$ cat config.mk
export PLATFORM = sky130hd
export DESIGN_NAME = four_led_pwm_selector
export DESIGN_NICKNAME = d
export VERILOG_FILES = /design/src/rtl/core/flps_pkg.sv /design/src/rtl/core/flps_cfg.sv /design/src/rtl/core/flps_ctrl.sv /design/src/rtl/core/flps_led.sv /design/src/rtl/core/four_led_pwm_selector.sv
export SDC_FILE = /design/constraint.sdc
export NUM_CORES = 1
export LEC_CHECK = 0
export BUFFER_PORTS_ARGS = -buffer_cell sky130_fd_sc_hd__clkbuf_2
export CAP_MARGIN = 10
export CORE_MARGIN = 2
export CORE_UTILIZATION = 35
export CTS_BUF_LIST = sky130_fd_sc_hd__clkbuf_4 sky130_fd_sc_hd__clkbuf_8
export DETAILED_ROUTE_END_ITERATION = 10
export SYNTH_ARGS = -nofsm -noshare
export SYNTH_HDL_FRONTEND = slang
export SYNTH_SLANG_ARGS = --single-unit
$ cat constraint.sdc
create_clock -name clk -period 13.5 [get_ports clk]
set_input_delay 0.675 -clock clk [delete_from_list [all_inputs] [get_ports clk]]
set_output_delay 0.675 -clock clk [all_outputs]
set_load 0.01 [all_outputs]
$ cat src/rtl/core/flps_pkg.sv
// flps_pkg: shared types, register map and helpers for the four-LED pwm selector
// depends on nothing; imported by every module under rtl/core
package flps_pkg;

	localparam int DUTY_W = 8;
	localparam int GAP_W  = 16;
	localparam int CD_W   = 17;

	localparam logic [15:0] GAP_RST   = 16'd250;
	localparam logic [7:0]  BASE_RST  = 8'd10;
	localparam logic [7:0]  WRAP_RST  = 8'd9;
	localparam logic [15:0] EXTRA_RST = 16'd100;

	typedef enum logic [1:0] {
		REG_GAP   = 2'd0,
		REG_BASE  = 2'd1,
		REG_WRAP  = 2'd2,
		REG_EXTRA = 2'd3
	} reg_idx_t;

	typedef struct packed {
		logic [GAP_W-1:0]  gap;
		logic [DUTY_W-1:0] base;
		logic [DUTY_W-1:0] wrap;
		logic [15:0]       extra;
	} cfg_t;

	// one setting handed to an LED lane
	typedef struct packed {
		logic              valid;
		logic [DUTY_W-1:0] duty;
		logic              blink;
	} post_t;

	// dark ticks of one period
	function automatic logic [CD_W-1:0] off_len(input logic [DUTY_W-1:0] duty,
		input logic blink, input logic [DUTY_W-1:0] base, input logic [15:0] extra);
		logic [DUTY_W-1:0] base_off;
		base_off = (base > duty) ? (base - duty) : '0;
		return {{(CD_W-DUTY_W){1'b0}}, base_off} + (blink ? {1'b0, extra} : {CD_W{1'b0}});
	endfunction

endpackage

$ cat src/rtl/core/flps_cfg.sv
// flps_cfg: apb register file for gap, base period, duty wrap and blink extra
// depends on flps_pkg
module flps_cfg (
	input  logic               clk,
	input  logic               arst_n,
	input  logic               psel,
	input  logic               penable,
	input  logic               pwrite,
	input  logic [3:0]         paddr,
	input  logic [31:0]        pwdata,
	output logic [31:0]        prdata,
	output logic               pready,
	output flps_pkg::cfg_t     cfg,
	output logic               wrap_wr
);
	import flps_pkg::*;

	cfg_t     cfg_q;
	logic     wr_en;
	reg_idx_t idx;

	assign pready  = 1'b1;
	assign idx     = reg_idx_t'(paddr[3:2]);
	assign wr_en   = psel & penable & pwrite & pready;
	assign wrap_wr = wr_en && (idx == REG_WRAP);
	assign cfg     = cfg_q;

	always_ff @(posedge clk or negedge arst_n) begin
		if (!arst_n) begin
			cfg_q.gap   <= GAP_RST;
			cfg_q.base  <= BASE_RST;
			cfg_q.wrap  <= WRAP_RST;
			cfg_q.extra <= EXTRA_RST;
		end else if (wr_en) begin
			unique case (idx)
				REG_GAP:   cfg_q.gap   <= pwdata[15:0];
				REG_BASE:  cfg_q.base  <= pwdata[7:0];
				REG_WRAP:  cfg_q.wrap  <= pwdata[7:0];
				REG_EXTRA: cfg_q.extra <= pwdata[15:0];
				default:   ;
			endcase
		end
	end

	always_comb begin
		unique case (idx)
			REG_GAP:   prdata = {16'd0, cfg_q.gap};
			REG_BASE:  prdata = {24'd0, cfg_q.base};
			REG_WRAP:  prdata = {24'd0, cfg_q.wrap};
			REG_EXTRA: prdata = {16'd0, cfg_q.extra};
			default:   prdata = '0;
		endcase
	end

endmodule

$ cat src/rtl/core/flps_ctrl.sv
// flps_ctrl: button debounce, led selection, duty stepping and posting of settings
// also holds the duty residues and the bit-serial sweep that renormalizes them
// depends on flps_pkg
module flps_ctrl #(
	parameter int NUM_LEDS = 4,
	parameter int SEL_W    = 2
) (
	input  logic                                clk,
	input  logic                                arst_n,
	input  logic                                fire,
	input  logic                                button_irq,
	input  logic                                select_pressed,
	input  logic                                step_pressed,
	input  flps_pkg::cfg_t                      cfg,
	input  logic                                wrap_wr,
	input  logic [NUM_LEDS-1:0]                 act_blink,
	output flps_pkg::post_t [NUM_LEDS-1:0]      posts,
	output logic [SEL_W-1:0]                    sel_next,
	output logic                                busy
);
	import flps_pkg::*;

	localparam logic [SEL_W-1:0] LAST = SEL_W'(NUM_LEDS - 1);

	logic [GAP_W-1:0]  sel_since_q, stp_since_q;
	logic [GAP_W-1:0]  sel_since_d, stp_since_d;
	logic [SEL_W-1:0]  sel_q;
	logic [DUTY_W-1:0] duty_q [NUM_LEDS];
	logic [DUTY_W-1:0] res_q  [NUM_LEDS];
	logic [DUTY_W-1:0] duty_d [NUM_LEDS];
	logic [DUTY_W-1:0] res_sw [NUM_LEDS];
	logic              sel_hit, stp_hit;
	logic [DUTY_W-1:0] step_val;
	logic [DUTY_W:0]   res_inc;
	logic              busy_q;
	logic [2:0]        bit_q;

	assign busy = busy_q;

	always_comb begin
		sel_hit  = button_irq & select_pressed & (sel_since_q >= cfg.gap);
		stp_hit  = button_irq & step_pressed & (stp_since_q >= cfg.gap);
		sel_next = sel_hit ? ((sel_q == LAST) ? '0 : sel_q + 1'b1) : sel_q;
		// residue is duty mod wrap, so the wrap check is a single compare
		res_inc  = {1'b0, res_q[sel_next]} + 1'b1;
		if (cfg.wrap == '0 || res_inc == {1'b0, cfg.wrap})
			step_val = '0;
		else
			step_val = res_inc[DUTY_W-1:0];
		sel_since_d = sel_hit ? GAP_W'(1) :
			((sel_since_q == '1) ? sel_since_q : sel_since_q + 1'b1);
		stp_since_d = stp_hit ? GAP_W'(1) :
			((stp_since_q == '1) ? stp_since_q : stp_since_q + 1'b1);
	end

	always_comb begin
		for (int k = 0; k < NUM_LEDS; k++) begin
			posts[k]  = '0;
			duty_d[k] = duty_q[k];
			if (sel_hit && sel_q == SEL_W'(k))
				posts[k] = '{valid: 1'b1, duty: duty_q[k], blink: 1'b0};
			if (sel_hit && sel_next == SEL_W'(k))
				posts[k] = '{valid: 1'b1, duty: duty_q[k], blink: 1'b1};
			if (stp_hit && sel_next == SEL_W'(k)) begin
				posts[k]  = '{valid: 1'b1, duty: step_val, blink: act_blink[k]};
				duty_d[k] = step_val;
			end
		end
	end

	// restoring remainder, one duty bit per cycle, all lanes at once
	always_comb begin
		for (int k = 0; k < NUM_LEDS; k++) begin
			logic [DUTY_W:0] t;
			t = {res_q[k], duty_q[k][bit_q]};
			if (t >= {1'b0, cfg.wrap})
				t = t - {1'b0, cfg.wrap};
			res_sw[k] = t[DUTY_W-1:0];
		end
	end

	always_ff @(posedge clk or negedge arst_n) begin
		if (!arst_n) begin
			sel_since_q <= '0;
			stp_since_q <= '0;
			sel_q       <= '0;
			busy_q      <= 1'b0;
			bit_q       <= '0;
			for (int k = 0; k < NUM_LEDS; k++) begin
				duty_q[k] <= '0;
				res_q[k]  <= '0;
			end
		end else if (wrap_wr) begin
			busy_q <= 1'b1;
			bit_q  <= 3'd7;
			for (int k = 0; k < NUM_LEDS; k++)
				res_q[k] <= '0;
		end else if (busy_q) begin
			for (int k = 0; k < NUM_LEDS; k++)
				res_q[k] <= res_sw[k];
			bit_q <= bit_q - 1'b1;
			if (bit_q == '0)
				busy_q <= 1'b0;
		end else if (fire) begin
			sel_since_q <= sel_since_d;
			stp_since_q <= stp_since_d;
			sel_q       <= sel_next;
			for (int k = 0; k < NUM_LEDS; k++) begin
				duty_q[k] <= duty_d[k];
				if (stp_hit && sel_next == SEL_W'(k))
					res_q[k] <= step_val;
			end
		end
	end

`ifndef SYNTHESIS
	a_sel_moves: assert property (@(posedge clk) disable iff (!arst_n)
		fire && sel_hit && !busy_q && !wrap_wr |=> sel_q != $past(sel_q))
		else $error("accepted select press did not move the selection");
`endif

endmodule

$ cat src/rtl/core/flps_led.sv
// flps_led: one led lane: pending setting, active setting and phase countdown
// depends on flps_pkg
module flps_led #(
	parameter logic INIT_BLINK = 1'b0
) (
	input  logic                          clk,
	input  logic                          arst_n,
	input  logic                          fire,
	input  flps_pkg::post_t               post,
	input  logic [flps_pkg::DUTY_W-1:0]   base,
	input  logic [15:0]                   extra,
	output logic                          lit_next,
	output logic                          blink
);
	import flps_pkg::*;

	logic              pv_q, pb_q, ab_q, lit_q;
	logic [DUTY_W-1:0] pd_q, ad_q;
	logic [CD_W-1:0]   cd_q;

	logic              pv_m, pb_m, ab_n, start_lit;
	logic [DUTY_W-1:0] pd_m, ad_n;
	logic [CD_W-1:0]   off_cur, off_new, start_cd, cd_t, cd_d;
	logic              pv_d, ab_d;
	logic [DUTY_W-1:0] ad_d;

	assign blink = ab_q;

	always_comb begin
		pv_m    = pv_q | post.valid;
		pd_m    = post.valid ? post.duty : pd_q;
		pb_m    = post.valid ? post.blink : pb_q;
		ad_n    = pv_m ? pd_m : ad_q;
		ab_n    = pv_m ? pb_m : ab_q;
		off_cur = off_len(ad_q, ab_q, base, extra);
		off_new = off_len(ad_n, ab_n, base, extra);
		// period start: lit for duty, else dark for at least one tick
		start_lit = (ad_n != '0);
		if (start_lit)
			start_cd = {{(CD_W-DUTY_W){1'b0}}, ad_n};
		else
			start_cd = (off_new == '0) ? CD_W'(1) : off_new;

		lit_next = lit_q;
		cd_t     = cd_q;
		pv_d     = pv_m;
		ad_d     = ad_q;
		ab_d     = ab_q;
		if (cd_q == '0) begin
			if (lit_q && off_cur != '0) begin
				lit_next = 1'b0;
				cd_t     = off_cur;
			end else begin
				lit_next = start_lit;
				cd_t     = start_cd;
				pv_d     = 1'b0;
				ad_d     = ad_n;
				ab_d     = ab_n;
			end
		end
		cd_d = cd_t - 1'b1;
	end

	always_ff @(posedge clk or negedge arst_n) begin
		if (!arst_n) begin
			pv_q  <= 1'b0;
			ad_q  <= '0;
			ab_q  <= INIT_BLINK;
			lit_q <= 1'b0;
			cd_q  <= '0;
		end else if (fire) begin
			pv_q  <= pv_d;
			ad_q  <= ad_d;
			ab_q  <= ab_d;
			lit_q <= lit_next;
			cd_q  <= cd_d;
		end
	end

	always_ff @(posedge clk) begin
		if (fire) begin
			pd_q <= pd_m;
			pb_q <= pb_m;
		end
	end

endmodule

$ cat src/rtl/core/four_led_pwm_selector.sv
// four_led_pwm_selector: top level, input register, result register and lane array
// depends on flps_pkg, flps_cfg, flps_ctrl, flps_led
//
// usage:
//   in channel (in_valid/in_ready) takes one beat per millisecond tick: the button
//   interrupt flag and the two button levels. out channel (out_valid/out_ready)
//   returns one beat per tick: the led levels and the selected led index.
//   an accepted beat passes the input register, then the result register. one
//   beat is taken every cycle unless stalled, set by the single pass from the input
//   register through the debounce, select and lane update logic into the result
//   register. a stalled receiver holds the result register; one more beat waits
//   in the input register, then in_ready drops until the result is taken.
//   registers sit on the apb port at byte addresses 0, 4, 8 and 12 (gap, base,
//   wrap, extra). a write to the wrap register starts a residue sweep
//   during which in_ready is low; write configuration only while no beat is
//   in flight.
//   reset clears counters and duties and loads the default settings; led 0 starts selected with blink set.
module four_led_pwm_selector #(
	parameter int NUM_LEDS = 4
) (
	input  logic                        clk,
	input  logic                        arst_n,
	input  logic                        psel,
	input  logic                        penable,
	input  logic                        pwrite,
	input  logic [3:0]                  paddr,
	input  logic [31:0]                 pwdata,
	output logic [31:0]                 prdata,
	output logic                        pready,
	input  logic                        in_valid,
	output logic                        in_ready,
	input  logic                        button_irq,
	input  logic                        select_pressed,
	input  logic                        step_pressed,
	output logic                        out_valid,
	input  logic                        out_ready,
	output logic [NUM_LEDS-1:0]         led_levels,
	output logic [$clog2(NUM_LEDS)-1:0] selected_led
);
	import flps_pkg::*;

	localparam int SEL_W = $clog2(NUM_LEDS);

	cfg_t                   cfg;
	logic                   wrap_wr, sweep_busy, fire;
	logic                   valid_s1, irq_s1, sel_s1, stp_s1;
	post_t [NUM_LEDS-1:0]   posts;
	logic [NUM_LEDS-1:0]    act_blink, lit_next;
	logic [SEL_W-1:0]       sel_next;
	logic                   out_valid_q;
	logic [NUM_LEDS-1:0]    levels_q;
	logic [SEL_W-1:0]       sel_led_q;

	assign fire         = valid_s1 && (!out_valid_q || out_ready);
	assign in_ready     = (!valid_s1 || fire) && !sweep_busy && !wrap_wr;
	assign out_valid    = out_valid_q;
	assign led_levels   = levels_q;
	assign selected_led = sel_led_q;

	flps_cfg u_cfg (
		.clk     (clk),
		.arst_n  (arst_n),
		.psel    (psel),
		.penable (penable),
		.pwrite  (pwrite),
		.paddr   (paddr),
		.pwdata  (pwdata),
		.prdata  (prdata),
		.pready  (pready),
		.cfg     (cfg),
		.wrap_wr (wrap_wr)
	);

	flps_ctrl #(
		.NUM_LEDS (NUM_LEDS),
		.SEL_W    (SEL_W)
	) u_ctrl (
		.clk            (clk),
		.arst_n         (arst_n),
		.fire           (fire),
		.button_irq     (irq_s1),
		.select_pressed (sel_s1),
		.step_pressed   (stp_s1),
		.cfg            (cfg),
		.wrap_wr        (wrap_wr),
		.act_blink      (act_blink),
		.posts          (posts),
		.sel_next       (sel_next),
		.busy           (sweep_busy)
	);

	for (genvar k = 0; k < NUM_LEDS; k++) begin : g_led
		flps_led #(
			.INIT_BLINK ((k == 0) ? 1'b1 : 1'b0)
		) u_led (
			.clk      (clk),
			.arst_n   (arst_n),
			.fire     (fire),
			.post     (posts[k]),
			.base     (cfg.base),
			.extra    (cfg.extra),
			.lit_next (lit_next[k]),
			.blink    (act_blink[k])
		);
	end

	// input register
	always_ff @(posedge clk or negedge arst_n) begin
		if (!arst_n)
			valid_s1 <= 1'b0;
		else if (in_valid && in_ready)
			valid_s1 <= 1'b1;
		else if (fire)
			valid_s1 <= 1'b0;
	end

	always_ff @(posedge clk) begin
		if (in_valid && in_ready) begin
			irq_s1 <= button_irq;
			sel_s1 <= select_pressed;
			stp_s1 <= step_pressed;
		end
	end

	// result register
	always_ff @(posedge clk or negedge arst_n) begin
		if (!arst_n)
			out_valid_q <= 1'b0;
		else if (fire)
			out_valid_q <= 1'b1;
		else if (out_ready)
			out_valid_q <= 1'b0;
	end

	always_ff @(posedge clk) begin
		if (fire) begin
			levels_q  <= lit_next;
			sel_led_q <= sel_next;
		end
	end

`ifndef SYNTHESIS
	a_sweep_blocks: assert property (@(posedge clk) disable iff (!arst_n)
		sweep_busy |-> !in_ready)
		else $error("input beat offered acceptance during residue sweep");
	a_fire_result: assert property (@(posedge clk) disable iff (!arst_n)
		fire |=> out_valid_q)
		else $error("processed beat produced no result");
	a_s1_hold: assert property (@(posedge clk) disable iff (!arst_n)
		valid_s1 && !fire |=> valid_s1 && $stable(irq_s1) && $stable(sel_s1)
			&& $stable(stp_s1))
		else $error("waiting input beat lost or changed");
	a_sweep_start: assert property (@(posedge clk) disable iff (!arst_n)
		$rose(sweep_busy) |-> $past(wrap_wr))
		else $error("residue sweep started without a wrap write");
`endif

endmodule
# Yosys cells after proc, flatten, opt, wreduce, memory -nomap -nowiden
# Cells that the tools add are included.
dict set report word_totals {
  ff_bits 309
  out_inout_bits 41
  input_bits 46
}
dict set report classes {
  mux 115
  n_addsub 29
  eq_ne 14
  n_bitwise 17
  n_reduce_logical 76
  order_cmp 16
}
# cell count
set op_table {}
lappend op_table {{2-to-1 mux 17 bit} 16}
lappend op_table {{2-to-1 mux 8 bit} 27}
lappend op_table {{2-to-1 mux 16 bit} 12}
lappend op_table {{adder 8 x 17 -> 17 bit} 8}
lappend op_table {{zero test 17 bit} 8}
lappend op_table {{one-hot mux 32 bit (4 select lines)} 1}
lappend op_table {{2-to-1 mux 10 bit} 12}
lappend op_table {{2-to-1 mux 32 bit} 3}
lappend op_table {{subtractor 8 bit} 12}
lappend op_table {{nonzero test 17 bit} 4}
lappend op_table {{subtractor 17 x 1 -> 17 bit, second input constant} 4}
lappend op_table {{> comparator 8 bit} 8}
lappend op_table {{greater-or-equal comparator 9 x 8 -> 1 bit} 4}
lappend op_table {{2-to-1 mux 1 bit} 35}
lappend op_table {{adder 16 x 1 -> 16 bit, second input constant} 2}
lappend op_table {{equality test 16 bit, second input constant} 2}
lappend op_table {{greater-or-equal comparator 16 bit} 2}
lappend op_table {{nonzero test 8 bit} 4}
lappend op_table {{AND reduction 4 bit} 6}
lappend op_table {{logical AND 1 bit} 21}
lappend op_table {{binary-select mux 8 bit (select 2 bit)} 1}
lappend op_table {{AND reduction 2 bit} 8}
lappend op_table {{AND reduction 3 bit} 5}
lappend op_table {{nonzero test 3 bit} 5}
lappend op_table {{other kinds (22)} 57}

# Longest topological paths before layout
dict set report logic_depth {
  ltp_word 23
  mapped_depth 54
}

# Modules after synthesis
# A second synthesis with hierarchy kept.
dict set report hier_totals {
  cells_unflattened 3752
  hier_area_um2 30829.6
}
# mod cells_per_inst n_inst area_each_um2
set by_module_without_submodules {}
lappend by_module_without_submodules {flps_ctrl 1091 1 8838.5}
lappend by_module_without_submodules {{flps_led at g_led[0].u_led} 631 1 4877.2}
lappend by_module_without_submodules {{flps_led at g_led[3].u_led} 639 1 4877.2}
lappend by_module_without_submodules {{flps_led at g_led[1].u_led} 631 1 4875.9}
lappend by_module_without_submodules {{flps_led at g_led[2].u_led} 594 1 4703.3}
lappend by_module_without_submodules {flps_cfg 147 1 2283.4}
lappend by_module_without_submodules {four_led_pwm_selector 19 1 374.1}

# Least setup slack after synthesis
# No wires, ideal clock.
dict set report synth_timing {
  path_type {reg-to-reg}
  start {register u_cfg.cfg_q, in the netlist u_cfg.cfg[35]}
  end {register g_led[2].u_led.cd_q[10]}
  stages_incl_launch_ff 53
  period_less_slack_ns 10.746
  slack_ns 2.754
  t_arrival_ns 10.609
  cell_sequence {dfstp_2 inv_1 ha_1 o21a_1 o211ai_1 or4_1 buf_2 and4_4 a2111oi_4 a21oi_2 a22oi_4 nand4_2 or4_1 o211a_1 and4_4 buf_6 buf_4 a211oi_1 [17 not listed] o21ai_0 a21oi_1 o21bai_1 a21oi_1 nor2_1 mux2i_1 o41ai_1 nand4b_1 o22ai_1 a21oi_1 o22ai_1 a221oi_1 ha_1 nor3b_1 nand4b_1 o31a_1 o21ai_0 nand3_1}
}
dict set report synth_via {
  elab_chain_cells 23
  elab_cells_between_ends 37
  classes_between {4 x add/sub; 3 x order compare; 2 x eq/ne; 18 x mux; 4 x bitwise; 6 x reduce/logical}
}
# element line_no
set synth_lines {}
lappend synth_lines {{start: declaration} flps_cfg.sv:18} ;# cfg_t cfg_q;
lappend synth_lines {{greater-or-equal comparator 16 bit} flps_ctrl.sv:41} ;# sel_hit = button_irq & select_pressed & (sel_since_q >= cfg.gap);
lappend synth_lines {{AND 1 bit} flps_ctrl.sv:41}
lappend synth_lines {{2-to-1 mux 2 bit} flps_ctrl.sv:43} ;# sel_next = sel_hit ? ((sel_q == LAST) ? '0 : sel_q + 1'b1) : sel_q;
lappend synth_lines {{NOT 2 -> 3 bit (implied by the code)} flps_ctrl.sv:45} ;# res_inc = {1'b0, res_q[sel_next]} + 1'b1;
lappend synth_lines {{binary-select mux 8 bit (select 2 bit)} flps_ctrl.sv:45}
lappend synth_lines {{2-to-1 mux 8 bit (implied by the code) (2 in a row)} flps_ctrl.sv:45}
lappend synth_lines {{adder 8 x 1 -> 9 bit} flps_ctrl.sv:45}
lappend synth_lines {{equality test 9 x 8 -> 1 bit} flps_ctrl.sv:46} ;# if (cfg.wrap == '0 || res_inc == {1'b0, cfg.wrap})
lappend synth_lines {{[5 not listed]} n/a}
lappend synth_lines {{via g_led[2].u_led.ad_n[0]} flps_led.sv:22} ;# logic [DUTY_W-1:0] pd_m, ad_n;
lappend synth_lines {{[1 not listed]} n/a}
lappend synth_lines {{2-to-1 mux 8 bit} flps_pkg.sv:39} ;# base_off = (base > duty) ? (base - duty) : '0;
lappend synth_lines {{adder 8 x 17 -> 17 bit} flps_pkg.sv:40} ;# return {{(CD_W-DUTY_W){1'b0}}, base_off} + (blink ? {1'b0, extra} : {CD_W{1'b0}});
lappend synth_lines {{zero test 17 bit} flps_led.sv:42} ;# start_cd = (off_new == '0) ? CD_W'(1) : off_new;
lappend synth_lines {{2-to-1 mux 17 bit} flps_led.sv:42}
lappend synth_lines {{2-to-1 mux 17 bit (*)} flps_led.sv:39} ;# if (start_lit)
lappend synth_lines {{2-to-1 mux 17 bit (*)} flps_led.sv:50} ;# if (lit_q && off_cur != '0) begin
lappend synth_lines {{2-to-1 mux 17 bit (*)} flps_led.sv:49} ;# if (cd_q == '0) begin
lappend synth_lines {{subtractor 17 x 1 -> 17 bit (*)} flps_led.sv:61} ;# cd_d = cd_t - 1'b1;
lappend synth_lines {{end signal: assignment} flps_led.sv:70} ;# cd_q <= '0;
lappend synth_lines {{end signal: assignment} flps_led.sv:76} ;# cd_q <= cd_d;
lappend synth_lines {{end: declaration} flps_led.sv:19} ;# logic [CD_W-1:0] cd_q;
# Mark *: on every way through the listed nets, which the timed path passes. The rest lies on a longest branch. The select of a mux whose other input is x is not followed.
# A chain may end at the register's enable or synchronous reset.

# Final worst setup path
dict set report layout_timing {
  start {register u_cfg.cfg_q, in the netlist u_cfg.cfg[39]}
  end {register g_led[3].u_led.cd_q[10]}
}
dict set report layout_via {
  elab_chain_cells 23
  elab_cells_between_ends 37
  classes_between {4 x add/sub; 3 x order compare; 2 x eq/ne; 18 x mux; 4 x bitwise; 6 x reduce/logical}
}
# element line_no
set layout_lines {}
lappend layout_lines {{greater-or-equal comparator 16 bit} flps_ctrl.sv:41}
lappend layout_lines {{AND 1 bit} flps_ctrl.sv:41}
lappend layout_lines {{2-to-1 mux 2 bit} flps_ctrl.sv:43}
lappend layout_lines {{NOT 2 -> 3 bit (implied by the code)} flps_ctrl.sv:45}
lappend layout_lines {{binary-select mux 8 bit (select 2 bit)} flps_ctrl.sv:45}
lappend layout_lines {{2-to-1 mux 8 bit (implied by the code) (2 in a row)} flps_ctrl.sv:45}
lappend layout_lines {{adder 8 x 1 -> 9 bit} flps_ctrl.sv:45}
lappend layout_lines {{equality test 9 x 8 -> 1 bit} flps_ctrl.sv:46}
lappend layout_lines {{[5 not listed]} n/a}
lappend layout_lines {{via g_led[3].u_led.ad_n[0]} flps_led.sv:22}
lappend layout_lines {{[1 not listed]} n/a}
lappend layout_lines {{2-to-1 mux 8 bit} flps_pkg.sv:39}
lappend layout_lines {{adder 8 x 17 -> 17 bit} flps_pkg.sv:40}
lappend layout_lines {{zero test 17 bit} flps_led.sv:42}
lappend layout_lines {{2-to-1 mux 17 bit} flps_led.sv:42}
lappend layout_lines {{2-to-1 mux 17 bit (*)} flps_led.sv:39}
lappend layout_lines {{2-to-1 mux 17 bit (*)} flps_led.sv:50}
lappend layout_lines {{2-to-1 mux 17 bit (*)} flps_led.sv:49}
lappend layout_lines {{subtractor 17 x 1 -> 17 bit (*)} flps_led.sv:61}
lappend layout_lines {{end signal: assignment} flps_led.sv:70}
lappend layout_lines {{end signal: assignment} flps_led.sv:76}
lappend layout_lines {{end: declaration} flps_led.sv:19}
# Marked as above.

==> impl_metrics.env <==
export IMPL_hold_path_class="in -> async"
export IMPL_yosys_top_cells_count="359 x nand2_1, 338 x nor2_1, 303 x o21ai_0"
export IMPL_synth_avg_cell_area_sq_um=8.07
export IMPL_fillCellCount=8572
export IMPL_clk_latency_ns=0.75
export IMPL_ff2ff_path_depth=51
export IMPL_cts_max_level=2
export IMPL_hpwlAfterDp_mm=77.9
export IMPL_synth_edf_count=45
export IMPL_synth_top_area_share_pct=21.6
export IMPL_area_delta_synth_final_pct=9.90
export IMPL_required_ns=14.09
export IMPL_antenna_found_initial=7
export IMPL_clock_sinks=309
export IMPL_grtUsageMet2_pct=37.4
export IMPL_fin_skew_ns=0.108
export IMPL_period_minus_slack_ns=12.62
export IMPL_hold_buffers=0
export IMPL_synthCells=3582
export IMPL_drive_above_1_share_pct=10.3
export IMPL_nNetsFinal=3877
export IMPL_finalPower_mw=6.69
export IMPL_cts_tree="built"
export IMPL_critPathKind="reg -> reg"
export IMPL_arrival_ns=13.21
export IMPL_cp_end_kind="flip-flop"
export IMPL_crit_family="compound AO/OA/AOI/OAI gates"
export IMPL_core_sq_mm=0.0820
export IMPL_finalWirelength_mm=105
export IMPL_vdd_drop_max_mv=0.0869
export IMPL_dieArea_sq_mm=0.0849
export IMPL_yosysMostFrequentCell="nand2_1"
export IMPL_cp_depth=51
export IMPL_p_leak_nw=13.8
export IMPL_cts_max_path_buffers=3
export IMPL_startpoint_type="flip-flop"
export IMPL_synth_seq_cells=309
export IMPL_route_vias_total=27800
export IMPL_die_y_um=291
export IMPL_grt_max_degree=103
export IMPL_syn_area_sq_mm=0.0289
export IMPL_drtPass1Iterations=6
export IMPL_p_per_area_mw_per_mm2=211
export IMPL_grtUsageMet3_pct=4.91
export IMPL_final_max_slew_viol_count=0
export IMPL_post_route_drc_count=0
export IMPL_cts_root_buf="clkbuf_8"
export IMPL_fmax_mhz=79.2
export IMPL_synth_warnings=0
export IMPL_synth_async_reset_ratio_pct=85.4
export IMPL_synth_seq_area_share_pct=27.6
export IMPL_critical_path_slowest_cell="a2111oi_4"
export IMPL_drtIter0Drc=2590
export IMPL_synth_area_leader_cell="dfrtp_1"
export IMPL_ys_flop_type="dfrtp_1"
export IMPL_synthDistinctLibCells=100
export IMPL_synthTopCellsByArea="dfrtp_1 22%, ha_1 8.9%, o21ai_0 5.2%"
export IMPL_io_pins=87
export IMPL_viasPerCell=5.87
export IMPL_gp_congestion=0.947
export IMPL_path_buf_inv=7
export IMPL_initial_core_util_pct=35.3
export IMPL_cts_made_buffers=58
export IMPL_die_x_um=291
export IMPL_num_rows=105
export IMPL_ant_nets=0
export IMPL_path_clk_slew_ns=0.06
export IMPL_grt_pass1_wl_mm=160
export IMPL_period_share_pct=93.5
export IMPL_track_usage_pct=24.1
export IMPL_routedWlPerCell_um=22.2
export IMPL_grt_pass1_vias=26000
export IMPL_utilization_pct=38.8
export IMPL_hold_violations=0
export IMPL_busiest_layer="met2"
export IMPL_io_buffers=51
export IMPL_slew_headroom_pct=18.6
export IMPL_critPathMaxStageDelay_ns=0.63
export IMPL_status="finished, final reports clean"
export IMPL_grtUsageMet1_pct=33.2
export IMPL_grt_overflow=0
export IMPL_worst_slew_pin_slew_ns=1.21
export IMPL_setup_viol=0
export IMPL_worstPathMaxFanout=14
export IMPL_maxCapViolCount=0
## placed cells by master (no fill, tap or decap), types with 43 or more instances in the layout
master	n
a211oi_1	54
a21o_1	138
a21oi_1	241
and2_1	71
buf_4	76
clkbuf_2	50
clkbuf_8	76
dfrtp_1	250
edfxtp_1	45
ha_1	205
inv_1	176
mux2_2	44
mux2i_1	86
nand2_1	358
nand3_1	89
nand4_1	57
nor2_1	337
nor2b_1	43
nor3_1	59
o21ai_0	302
xnor2_1	123
xor2_1	83
## timing repair
item,4_1_cts,5_1_grt
endpoints found under the setup margin,0,1
endpoints found under the hold margin,0,0
buffers inserted,0,1
resized for setup,0,1
## final timing paths
kind                                                  endpoint                                from  slack, ns
hold / removal             g_led[0].u_led.cd_q[16]$_DFFE_PN0P_                              arst_n       0.02
setup reg to reg           g_led[3].u_led.cd_q[10]$_DFFE_PN0P_           u_cfg.cfg[39]$_DFFE_PN1P_       0.88
hold reg to reg             g_led[3].u_led.ad_q[5]$_DFFE_PN0P_  g_led[3].u_led.ad_q[5]$_DFFE_PN0P_       0.48
min in group clk                              stp_s1$_DFFE_PP_                        step_pressed       0.12
setup / recovery           g_led[3].u_led.cd_q[10]$_DFFE_PN0P_           u_cfg.cfg[39]$_DFFE_PN1P_       0.88
max in group asynchronous            u_cfg.cfg[42]$_DFFE_PN0P_                              arst_n      12.00
## metal layers
layer,routed length [um],up-vias,part of all wire (%)
met5,81,-,0.077
met4,3820,12,3.6
met3,8860,228,8.5
met2,45900,1161,44
met1,46100,13300,44
li1,-,13100,-
## power breakdown
group          switching, mW  internal (mW)  leakage, nW
logic                   2.48           1.57         9.39
clock network          0.479          0.578        0.702
registers              0.376           1.21         3.75
total                   3.33           3.36         13.8
## through the flow
step           cells  setup slack, ns  cell area (sq um)  hold WS, ns  setup TNS (ns)
6_report        4730            0.879              31800       0.0187               0
5_1_grt         4727         -0.00730              31800       0.0893        -0.00730
4_1_cts         4724            0.891              31700       0.0479               0
3_5_place_dp    4614            0.931              30400        0.480               0
3_3_place_gp    4614             1.09              30400        0.465               0
2_1_floorplan   3597             2.75              29000        0.379               0
## layout make-up
type                       count  area [sq um]  area share (%)
antenna                        4          10.0          0.0315
clock buffer                  94          1180            3.72
clock inverter                16           136           0.429
inverter                     181           682            2.15
multi-input combinational   2929         19600            61.7
sequential                   309          7980            25.1
tap                         1070          1340            4.21
timing repair buffer         127           836            2.63
## state kept, by name, summed over array words and instances (netlist names), 16 cells and up
signal              flops
g_led.u_led.cd_q       68
u_cfg.cfg              48
g_led.u_led.ad_q       32
g_led.u_led.pd_q       32
u_ctrl.duty_q          32
u_ctrl.res_q           32
u_ctrl.sel_since_q     16
u_ctrl.stp_since_q     16
## cell families after synthesis
group	share of synthesized area [%]
AOI/OAI and AO/OA	24.6
xor gates and xnor gates	6.32
adders and majority gates	10.3
buffers and inverters	4.98
DFF	27.6
muxes	5.94
other	0.0260
and+or+nand+nor	20.3
No activity file was read; power rests on OpenSTA's default activity.
